[src/hdl/lrmp_pkg.sv]
// ----------------------------------------------------------------------------
// lrmp_pkg: shared types and constants
// Modulus, operand width and sequencer states for the matrix power block.
// ----------------------------------------------------------------------------
package lrmp_pkg;

  localparam int unsigned VW = 30;
  localparam logic [VW-1:0] MODULUS = 30'd998244353;

  typedef logic [VW-1:0] val_t;

  typedef enum logic [2:0] {
    ST_IDLE,
    ST_LOAD,
    ST_MUL,
    ST_WAIT,
    ST_SUM,
    ST_DONE
  } state_e;

endpackage

[src/hdl/linear_recurrence_matrix_power_mod_top.sv]
// ----------------------------------------------------------------------------
// linear_recurrence_matrix_power_mod_top: n-th recurrence term mod 998244353
// 3x3 matrix square-and-multiply on one bit-serial modular multiplier.
// ----------------------------------------------------------------------------
// One beat in gives one beat out. Indices 0..2 go through the done state and
// return 1. Otherwise M^(n-2) is formed by square-and-multiply over
// the exponent bits (LSB first). Each exponent bit costs one squaring, and a
// set bit costs one acc*sq product ahead of it. Every matrix product is 27
// serial multiply-accumulates on the single modular multiplier. Each one is
// a start, 30 bit steps and a collect. A load state picks the next product.
// The column sum then takes 3 more multiplier passes. The multiplier loop
// sets the rate. Items are processed one at a time. The result waits in an
// output register, and the next index is taken only after the result has
// been delivered.
// ----------------------------------------------------------------------------
module linear_recurrence_matrix_power_mod_top
  import lrmp_pkg::*;
#(
  parameter int unsigned INDEX_BITS = 31
) (
  input  logic                  clk_i,
  input  logic                  rst_ni,
  input  logic                  s_axis_tvalid,
  output logic                  s_axis_tready,
  input  logic [((INDEX_BITS+7)/8)*8-1:0] s_axis_tdata,  // [INDEX_BITS-1:0] term_index
  output logic                  m_axis_tvalid,
  input  logic                  m_axis_tready,
  output logic [31:0]           m_axis_tdata   // [29:0] term_value
);

  localparam int unsigned EW = INDEX_BITS;

  state_e state_q, state_d;

  logic [EW-1:0] exp_q;
  val_t acc_q [9];   // running power, row-major
  val_t sq_q  [9];   // running square
  val_t tmp_q [9];   // product being built
  logic          sq_pass_q;   // 0: acc*sq, 1: sq*sq
  logic [1:0]    i_q, j_q, k_q;
  val_t          sum_q;
  val_t          out_q;
  logic          out_v_q;
  val_t          sum_a;

  logic mm_start, mm_busy, mm_done;
  val_t mm_a, mm_b, mm_acc, mm_res;

  lrmp_modmul u_mul (
    .clk_i  (clk_i),
    .rst_ni (rst_ni),
    .start_i(mm_start),
    .a_i    (mm_a),
    .b_i    (mm_b),
    .acc_i  (mm_acc),
    .busy_o (mm_busy),
    .done_o (mm_done),
    .res_o  (mm_res)
  );

  // column sum reuses the multiplier: acc[i][2]*1 + running sum
  always_comb sum_a = acc_q[4'(i_q) * 4'd3 + 4'd2];

  logic [3:0] ik, kj, ij;
  always_comb begin
    ik = 4'(i_q) * 4'd3 + 4'(k_q);
    kj = 4'(k_q) * 4'd3 + 4'(j_q);
    ij = 4'(i_q) * 4'd3 + 4'(j_q);
    if (state_q == ST_SUM) begin
      mm_a   = sum_a;
      mm_b   = val_t'(1);
      mm_acc = sum_q;
    end else begin
      mm_a   = sq_pass_q ? sq_q[ik] : acc_q[ik];
      mm_b   = sq_q[kj];
      mm_acc = (k_q == 2'd0) ? '0 : tmp_q[ij];
    end
  end

  logic [EW-1:0] idx_in;
  assign idx_in = s_axis_tdata[EW-1:0];
  assign s_axis_tready = (state_q == ST_IDLE) && !out_v_q;
  logic in_fire;
  assign in_fire = s_axis_tvalid && s_axis_tready;
  logic last_mac;
  assign last_mac = (i_q == 2'd2) && (j_q == 2'd2) && (k_q == 2'd2);

  // next state
  always_comb begin
    state_d = state_q;
    case (state_q)
      ST_IDLE: if (in_fire) state_d = (idx_in < EW'(3)) ? ST_DONE : ST_LOAD;
      ST_LOAD: state_d = (exp_q == '0) ? ST_SUM : ST_MUL;
      ST_MUL:  state_d = ST_WAIT;
      ST_WAIT: if (mm_done) state_d = last_mac ? ST_LOAD : ST_MUL;
      ST_SUM:  if (mm_done && i_q == 2'd2) state_d = ST_DONE;
      ST_DONE: state_d = ST_IDLE;
      default: state_d = ST_IDLE;
    endcase
  end

  // outputs
  always_comb begin
    mm_start = 1'b0;
    case (state_q)
      ST_MUL:  mm_start = 1'b1;
      ST_SUM:  mm_start = !mm_busy && !mm_done;
      default: mm_start = 1'b0;
    endcase
  end

  always_ff @(posedge clk_i or negedge rst_ni) begin
    if (!rst_ni) begin
      state_q <= ST_IDLE;
      out_v_q <= 1'b0;
    end else begin
      state_q <= state_d;
      if (m_axis_tvalid && m_axis_tready) out_v_q <= 1'b0;
      if (state_q == ST_DONE) out_v_q <= 1'b1;
    end
  end

  // datapath
  always_ff @(posedge clk_i) begin
    case (state_q)
      ST_IDLE: if (in_fire) begin
        exp_q <= idx_in - EW'(2);
        sum_q <= val_t'(1);
        for (int n = 0; n < 9; n++) begin
          acc_q[n] <= (n % 4 == 0) ? val_t'(1) : '0;
        end
        sq_q[0] <= '0; sq_q[1] <= '0; sq_q[2] <= val_t'(1);
        sq_q[3] <= val_t'(1); sq_q[4] <= '0; sq_q[5] <= val_t'(1);
        sq_q[6] <= '0; sq_q[7] <= val_t'(1); sq_q[8] <= '0;
        sq_pass_q <= 1'b0;
      end
      ST_LOAD: begin
        // clear bit: go straight to the squaring
        i_q <= '0; j_q <= '0; k_q <= '0;
        sum_q <= '0;
        if (exp_q != '0 && !sq_pass_q && !exp_q[0]) sq_pass_q <= 1'b1;
      end
      ST_WAIT: if (mm_done) begin
        tmp_q[ij] <= mm_res;
        if (last_mac) begin
          i_q <= '0; j_q <= '0; k_q <= '0;
          if (sq_pass_q) begin
            for (int n = 0; n < 8; n++) sq_q[n] <= tmp_q[n];
            sq_q[8]   <= mm_res;
            exp_q     <= exp_q >> 1;
            sq_pass_q <= 1'b0;
          end else begin
            for (int n = 0; n < 8; n++) acc_q[n] <= tmp_q[n];
            acc_q[8]  <= mm_res;
            sq_pass_q <= 1'b1;
          end
        end else if (k_q != 2'd2) begin
          k_q <= k_q + 2'd1;
        end else begin
          k_q <= '0;
          if (j_q != 2'd2) j_q <= j_q + 2'd1;
          else begin
            j_q <= '0;
            i_q <= i_q + 2'd1;
          end
        end
      end
      ST_SUM: if (mm_done) begin
        sum_q <= mm_res;
        if (i_q != 2'd2) i_q <= i_q + 2'd1;
      end
      default: ;
    endcase
    if (state_q == ST_DONE) out_q <= sum_q;
  end

  assign m_axis_tvalid = out_v_q;
  assign m_axis_tdata  = {2'b00, out_q};

  property p_hold_out;
    @(posedge clk_i) disable iff (!rst_ni)
      m_axis_tvalid && !m_axis_tready |=> m_axis_tvalid && $stable(m_axis_tdata);
  endproperty
  a_hold_out: assert property (p_hold_out) else $error("output not held");

  property p_no_take_busy;
    @(posedge clk_i) disable iff (!rst_ni) state_q != ST_IDLE |-> !s_axis_tready;
  endproperty
  a_no_take_busy: assert property (p_no_take_busy) else $error("ready while busy");

  property p_out_range;
    @(posedge clk_i) disable iff (!rst_ni) m_axis_tvalid |-> out_q < MODULUS;
  endproperty
  a_out_range: assert property (p_out_range) else $error("result not reduced");

  property p_start_idle;
    @(posedge clk_i) disable iff (!rst_ni) mm_start |-> !mm_busy && !mm_done;
  endproperty
  a_start_idle: assert property (p_start_idle) else $error("multiplier start while busy");

endmodule

[src/hdl/lrmp_modmul.sv]
// ----------------------------------------------------------------------------
// lrmp_modmul: bit-serial modular multiply-accumulate
// Computes (acc + a*b) mod p, scanning b from its top bit, one bit a cycle.
// ----------------------------------------------------------------------------
module lrmp_modmul
  import lrmp_pkg::*;
(
  input  logic clk_i,
  input  logic rst_ni,
  input  logic start_i,
  input  val_t a_i,
  input  val_t b_i,
  input  val_t acc_i,
  output logic busy_o,
  output logic done_o,
  output val_t res_o
);

  localparam int unsigned CW = $clog2(VW + 1);

  val_t          a_q, b_q, r_q, acc_q;
  logic [CW-1:0] cnt_q;
  logic          busy_q, done_q;

  logic [VW+1:0] dbl, dsub, add, asub;
  val_t          r_dbl, r_add;

  always_comb begin
    dbl   = {2'b00, r_q} << 1;
    dsub  = dbl - {2'b00, MODULUS};
    r_dbl = dsub[VW+1] ? dbl[VW-1:0] : dsub[VW-1:0];
    add   = {2'b00, r_dbl} + (b_q[VW-1] ? {2'b00, a_q} : '0);
    asub  = add - {2'b00, MODULUS};
    r_add = asub[VW+1] ? add[VW-1:0] : asub[VW-1:0];
  end

  always_ff @(posedge clk_i or negedge rst_ni) begin
    if (!rst_ni) begin
      busy_q <= 1'b0;
      done_q <= 1'b0;
      cnt_q  <= '0;
    end else begin
      done_q <= 1'b0;
      if (start_i && !busy_q) begin
        busy_q <= 1'b1;
        cnt_q  <= CW'(VW);
      end else if (busy_q) begin
        if (cnt_q == CW'(1)) begin
          busy_q <= 1'b0;
          done_q <= 1'b1;
        end
        cnt_q <= cnt_q - CW'(1);
      end
    end
  end

  // accumulator added last through the same reduce step
  logic [VW+1:0] fin, fsub;
  always_comb begin
    fin  = {2'b00, r_q} + {2'b00, acc_q};
    fsub = fin - {2'b00, MODULUS};
  end

  always_ff @(posedge clk_i) begin
    if (start_i && !busy_q) begin
      a_q   <= a_i;
      b_q   <= b_i;
      acc_q <= acc_i;
      r_q   <= '0;
    end else if (busy_q) begin
      r_q <= r_add;
      b_q <= b_q << 1;
    end
  end

  assign busy_o = busy_q;
  assign done_o = done_q;
  assign res_o  = fsub[VW+1] ? fin[VW-1:0] : fsub[VW-1:0];

  property p_done_after_busy;
    @(posedge clk_i) disable iff (!rst_ni) done_q |-> $past(busy_q);
  endproperty
  a_done_after_busy: assert property (p_done_after_busy) else $error("done w/o busy");

  property p_no_both;
    @(posedge clk_i) disable iff (!rst_ni) !(done_q && busy_q);
  endproperty
  a_no_both: assert property (p_no_both) else $error("done while busy");

  property p_cnt_zero_idle;
    @(posedge clk_i) disable iff (!rst_ni) !busy_q |-> cnt_q == '0;
  endproperty
  a_cnt_zero_idle: assert property (p_cnt_zero_idle) else $error("count left over");

endmodule

[config.mk]
export PLATFORM = sky130hd
export DESIGN_NAME = linear_recurrence_matrix_power_mod_top
export DESIGN_NICKNAME = d
export VERILOG_FILES = /design/src/hdl/lrmp_pkg.sv /design/src/hdl/linear_recurrence_matrix_power_mod_top.sv /design/src/hdl/lrmp_modmul.sv
export SDC_FILE = /design/constraint.sdc
export NUM_CORES = 2
export LEC_CHECK = 0
export BUFFER_PORTS_ARGS = -buffer_cell sky130_fd_sc_hd__buf_2
export CAP_MARGIN = 0
export CORE_MARGIN = 3
export CORE_UTILIZATION = 45
export CTS_BUF_LIST = sky130_fd_sc_hd__clkbuf_16
export DETAILED_ROUTE_END_ITERATION = 8
export HOLD_SLACK_MARGIN = 0.08
export PLACE_DENSITY = 0.6
export RECOVER_POWER = 100
export SLEW_MARGIN = 20
export SYNTH_ARGS = -nofsm -noshare
export SYNTH_HDL_FRONTEND = slang
export SYNTH_SLANG_ARGS = --single-unit
[constraint.sdc]
create_clock -name clk_i -period 15.75 [get_ports clk_i]
set_clock_uncertainty 0.15 [all_clocks]
set_input_delay 1.575 -clock clk_i [delete_from_list [all_inputs] [get_ports clk_i]]
set_output_delay 1.575 -clock clk_i [all_outputs]
set_load 0.01 [all_outputs]
==> flow_summary.yaml <==
status:
  outcome: "complete, but fails checks"
  failing_checks: "max-capacitance violations, max-slew violations"
synth:
  synthArstFlopShare_pct: 0.881
  yosysMostFrequentCell: "edfxtp_1"
  postSynthRegisterBits: 1249
  synthTopCellsByArea: "edfxtp_1 59%, mux4_2 14%, and2_1 5.2%"
  synth.cell_area_mm2: 0.0616
  synth_largest_type_area_fraction_pct: 58.9
  synth_top_cells_by_count: "1208 x edfxtp_1, 511 x and2_1, 390 x mux4_2"
  seq_area_frac_synth_pct: 60.3
  yosys.cell_types.count: 75
  synth-edff-count: 1208
  yosysWarningCount: 0
  ys_dominant_reg_cell: "edfxtp_1"
  synthesis.area_per_instance_um2: 14.1
  largest_area_contributor_in_the_synthesized_netlist: "edfxtp_1"
  syn-instance-count: 4365
clocking:
  clock_sink_count: 1249
  ctsResizeCount: 0
  htree_num_levels: 4
  cts-root-to-sink-buffers: 3
  cts_setup_buffers: 0
  cts_inserted_buffers: 136
  clk_transition_reported_paths_ps: 60
  root_buffer: "clkbuf_16"
  clk_latency_ps: 780
  cts_hold_repair.buffers: 0
  tritoncts: "built"
timing:
  final_total_negative_setup_slack_ps: 0
  grt_setup_unrepaired: "no"
  setup_viol: 0
  final.period_utilization_pct: 75.4
  timing_worst_slew_pin_value_ps: 7920
  hold_ws_ps: 300
  hold_viol: 0
  max_freq_mhz: 84.3
  finalMaxSlewViolations: 1343
  relSlewSlack_pct: -428
  post-route-min-period_ps: 11870
die:
  design.portCount: 70
  row_count: 135
  chipHeight_um: 376
  floorplan_die_area_mm2: 0.141
  floorplan.initialDensity_pct: 45.4
  design.core.area_mm2: 0.136
  die-width_um: 376
placement:
  numPortBuffers: 66
  hpwlAfterDp_mm: 116
  gp_routability_congestion: 0.927
  standard_cell_area_after_detailed_placement_mm2: 0.0642
worst_setup_path:
  timing.reg2reg.worst_path_depth: 12
  kind_of_start_point_of_the_critical_path: "flop"
  worst_ep_required_time_ps: 15940
  crit_path_end_kind: "flop"
  startpoint: "i_q[0]"
  crit-reg2reg-capture: "tmp_q[1][7]"
  kind_of_critical_path: "flop to flop"
  timing.critical_path.fanout_max: 23
  critical_path.endpoint: "tmp_q[1][7]"
  crit_arrival_ps: 12050
  reg2reg_setup_slack_ps: 3880
  timing.rr.start: "i_q[0]"
power_and_ir_drop:
  total_leakage_power_nw: 22.7
  pwr_density_cell_mw_per_mm2: 240
  vdd_ir_drop_max_uv: 343
job:
  cap_viol_max_count: 43
detailed_routing:
  detail_route.first_pass.iterations: 6
  drc: 0
  drtAntennaViolNets: 0
  detailedRoute.firstIterationViolations: 4599
  avgViaCountPerCell: 6.17
  route.final.wire_length_mm: 185
  wl_per_cell_um: 29.6
  route.vias.total: 38600
layout:
  finish.utilization_pct: 50.1
  areaGrowthSynthToFinish_pct: 10.4
  fillers: 11500
  post-route-cell-area_mm2: 0.0680
  layout_cells_sized_above_1_pct: 15.1
  layout.nets: 4492
global_route:
  grt_first_pass_wirelength_mm: 268
  grt_max_degree: 159
  via_count_of_the_first_global_routing_pass: 38100
  gr-total-overflow: 0
  gr-usage-all-layers_pct: 26.3
  grt_antenna_before_repair: 8
worst_hold_path:
  hold_path.class: "flop to flop"
-- power by group --
group	total, mW	internal, mW	switching (mW)	leakage (nW)
clock network	3.07	1.74	1.34	2.19
logic	8.17	2.97	5.20	8.92
registers	5.07	4.78	0.281	11.6
total	16.3	9.49	6.82	22.7
-- state kept, by name, summed over array words and instances (netlist names) --
| signal | flops |
|---|---|
| tmp_q | 480 |
| acc_q | 270 |
| sq_q | 270 |
| exp_q | 31 |
| out_q | 30 |
| sum_q | 30 |
| u_mul.a_q | 30 |
| u_mul.acc_q | 30 |
| u_mul.b_q | 30 |
| u_mul.r_q | 30 |
| u_mul.cnt_q | 5 |
| state_q | 3 |
| i_q | 2 |
| j_q | 2 |
| k_q | 2 |
| m_axis_tvalid | 1 |
| sq_pass_q | 1 |
| u_mul.busy_o | 1 |
| u_mul.done_o | 1 |
-- metrics by stage --
stage	worst slack, ps	instances	total power, mW
after floorplan	6900	4366	10.4
after global placement	7230	6009	13.2
after detailed placement	7220	6011	13.3
after CTS	7190	6254	16.3
after global routing	3690	6255	17.1
final	3880	6257	16.3
-- layout by cell type, fill, tap and decap left out, types with 34 or more instances in the layout --
cell	instances
xor2_1	49
clkbuf_1	82
mux2i_1	62
inv_1	105
edfxtp_1	1208
nand3_1	94
o211ai_1	41
a21oi_1	142
nor2_1	309
and2_1	297
clkbuf_16	137
o31ai_1	38
nor3_1	56
nand2_1	347
mux4_2	390
o21ai_0	162
ha_1	75
xnor2_1	98
nor4_1	34
and2_0	214
-- cell families after synthesis --
| logic type | share of synthesized area, % |
|---|---|
| mux | 15.3 |
| flops | 60.3 |
| other cells | 0.00609 |
| buf+inv | 2.24 |
| xor+xnor | 2.16 |
| fa+ha+maj | 1.84 |
| simple gates | 12.4 |
| compound gates | 5.78 |
-- metal layers --
metal,track usage (%),part of all wire [%]
met3,4.83,8.4
met5,0,0.0070
met1,36.2,41
met2,41.9,47
met4,9.82,3.8
-- critical path, cell delays in order (launching register included) --
cell and delay [ps]:
edfxtp_1 390, inv_1 100, ha_1 1570, inv_1 1100
ha_1 600, a21o_1 180, nand2_1 110, xor2_1 1290
clkbuf_1 990, nand2_1 460, clkbuf_1 390, nor2_1 2360
clkbuf_1 1660
-- layout make-up --
class / instances / area (µm²) / area share [%]
sequential: 1249 / 37200 / 54.6
multi-input combinational: 2753 / 23200 / 34.1
clock buffer: 137 / 3430 / 5.04
tap: 1781 / 2230 / 3.28
timing repair buffer: 153 / 858 / 1.26
clock inverter: 106 / 831 / 1.22
inverter: 76 / 285 / 0.420
antenna: 2 / 5.00 / 0.00736
-- worst min-delay path by stage --
stage	from	endpoint	cells past startpoint
floorplan	sum_q[0]	out_q[0]	0
global placement	sum_q[25]	out_q[25]	0
detailed placement	sum_q[8]	out_q[8]	0
CTS	sum_q[25]	out_q[25]	0
global route	sum_q[8]	out_q[8]	0
finish	sum_q[8]	out_q[8]	0
(Power assumes the default switching activity.)
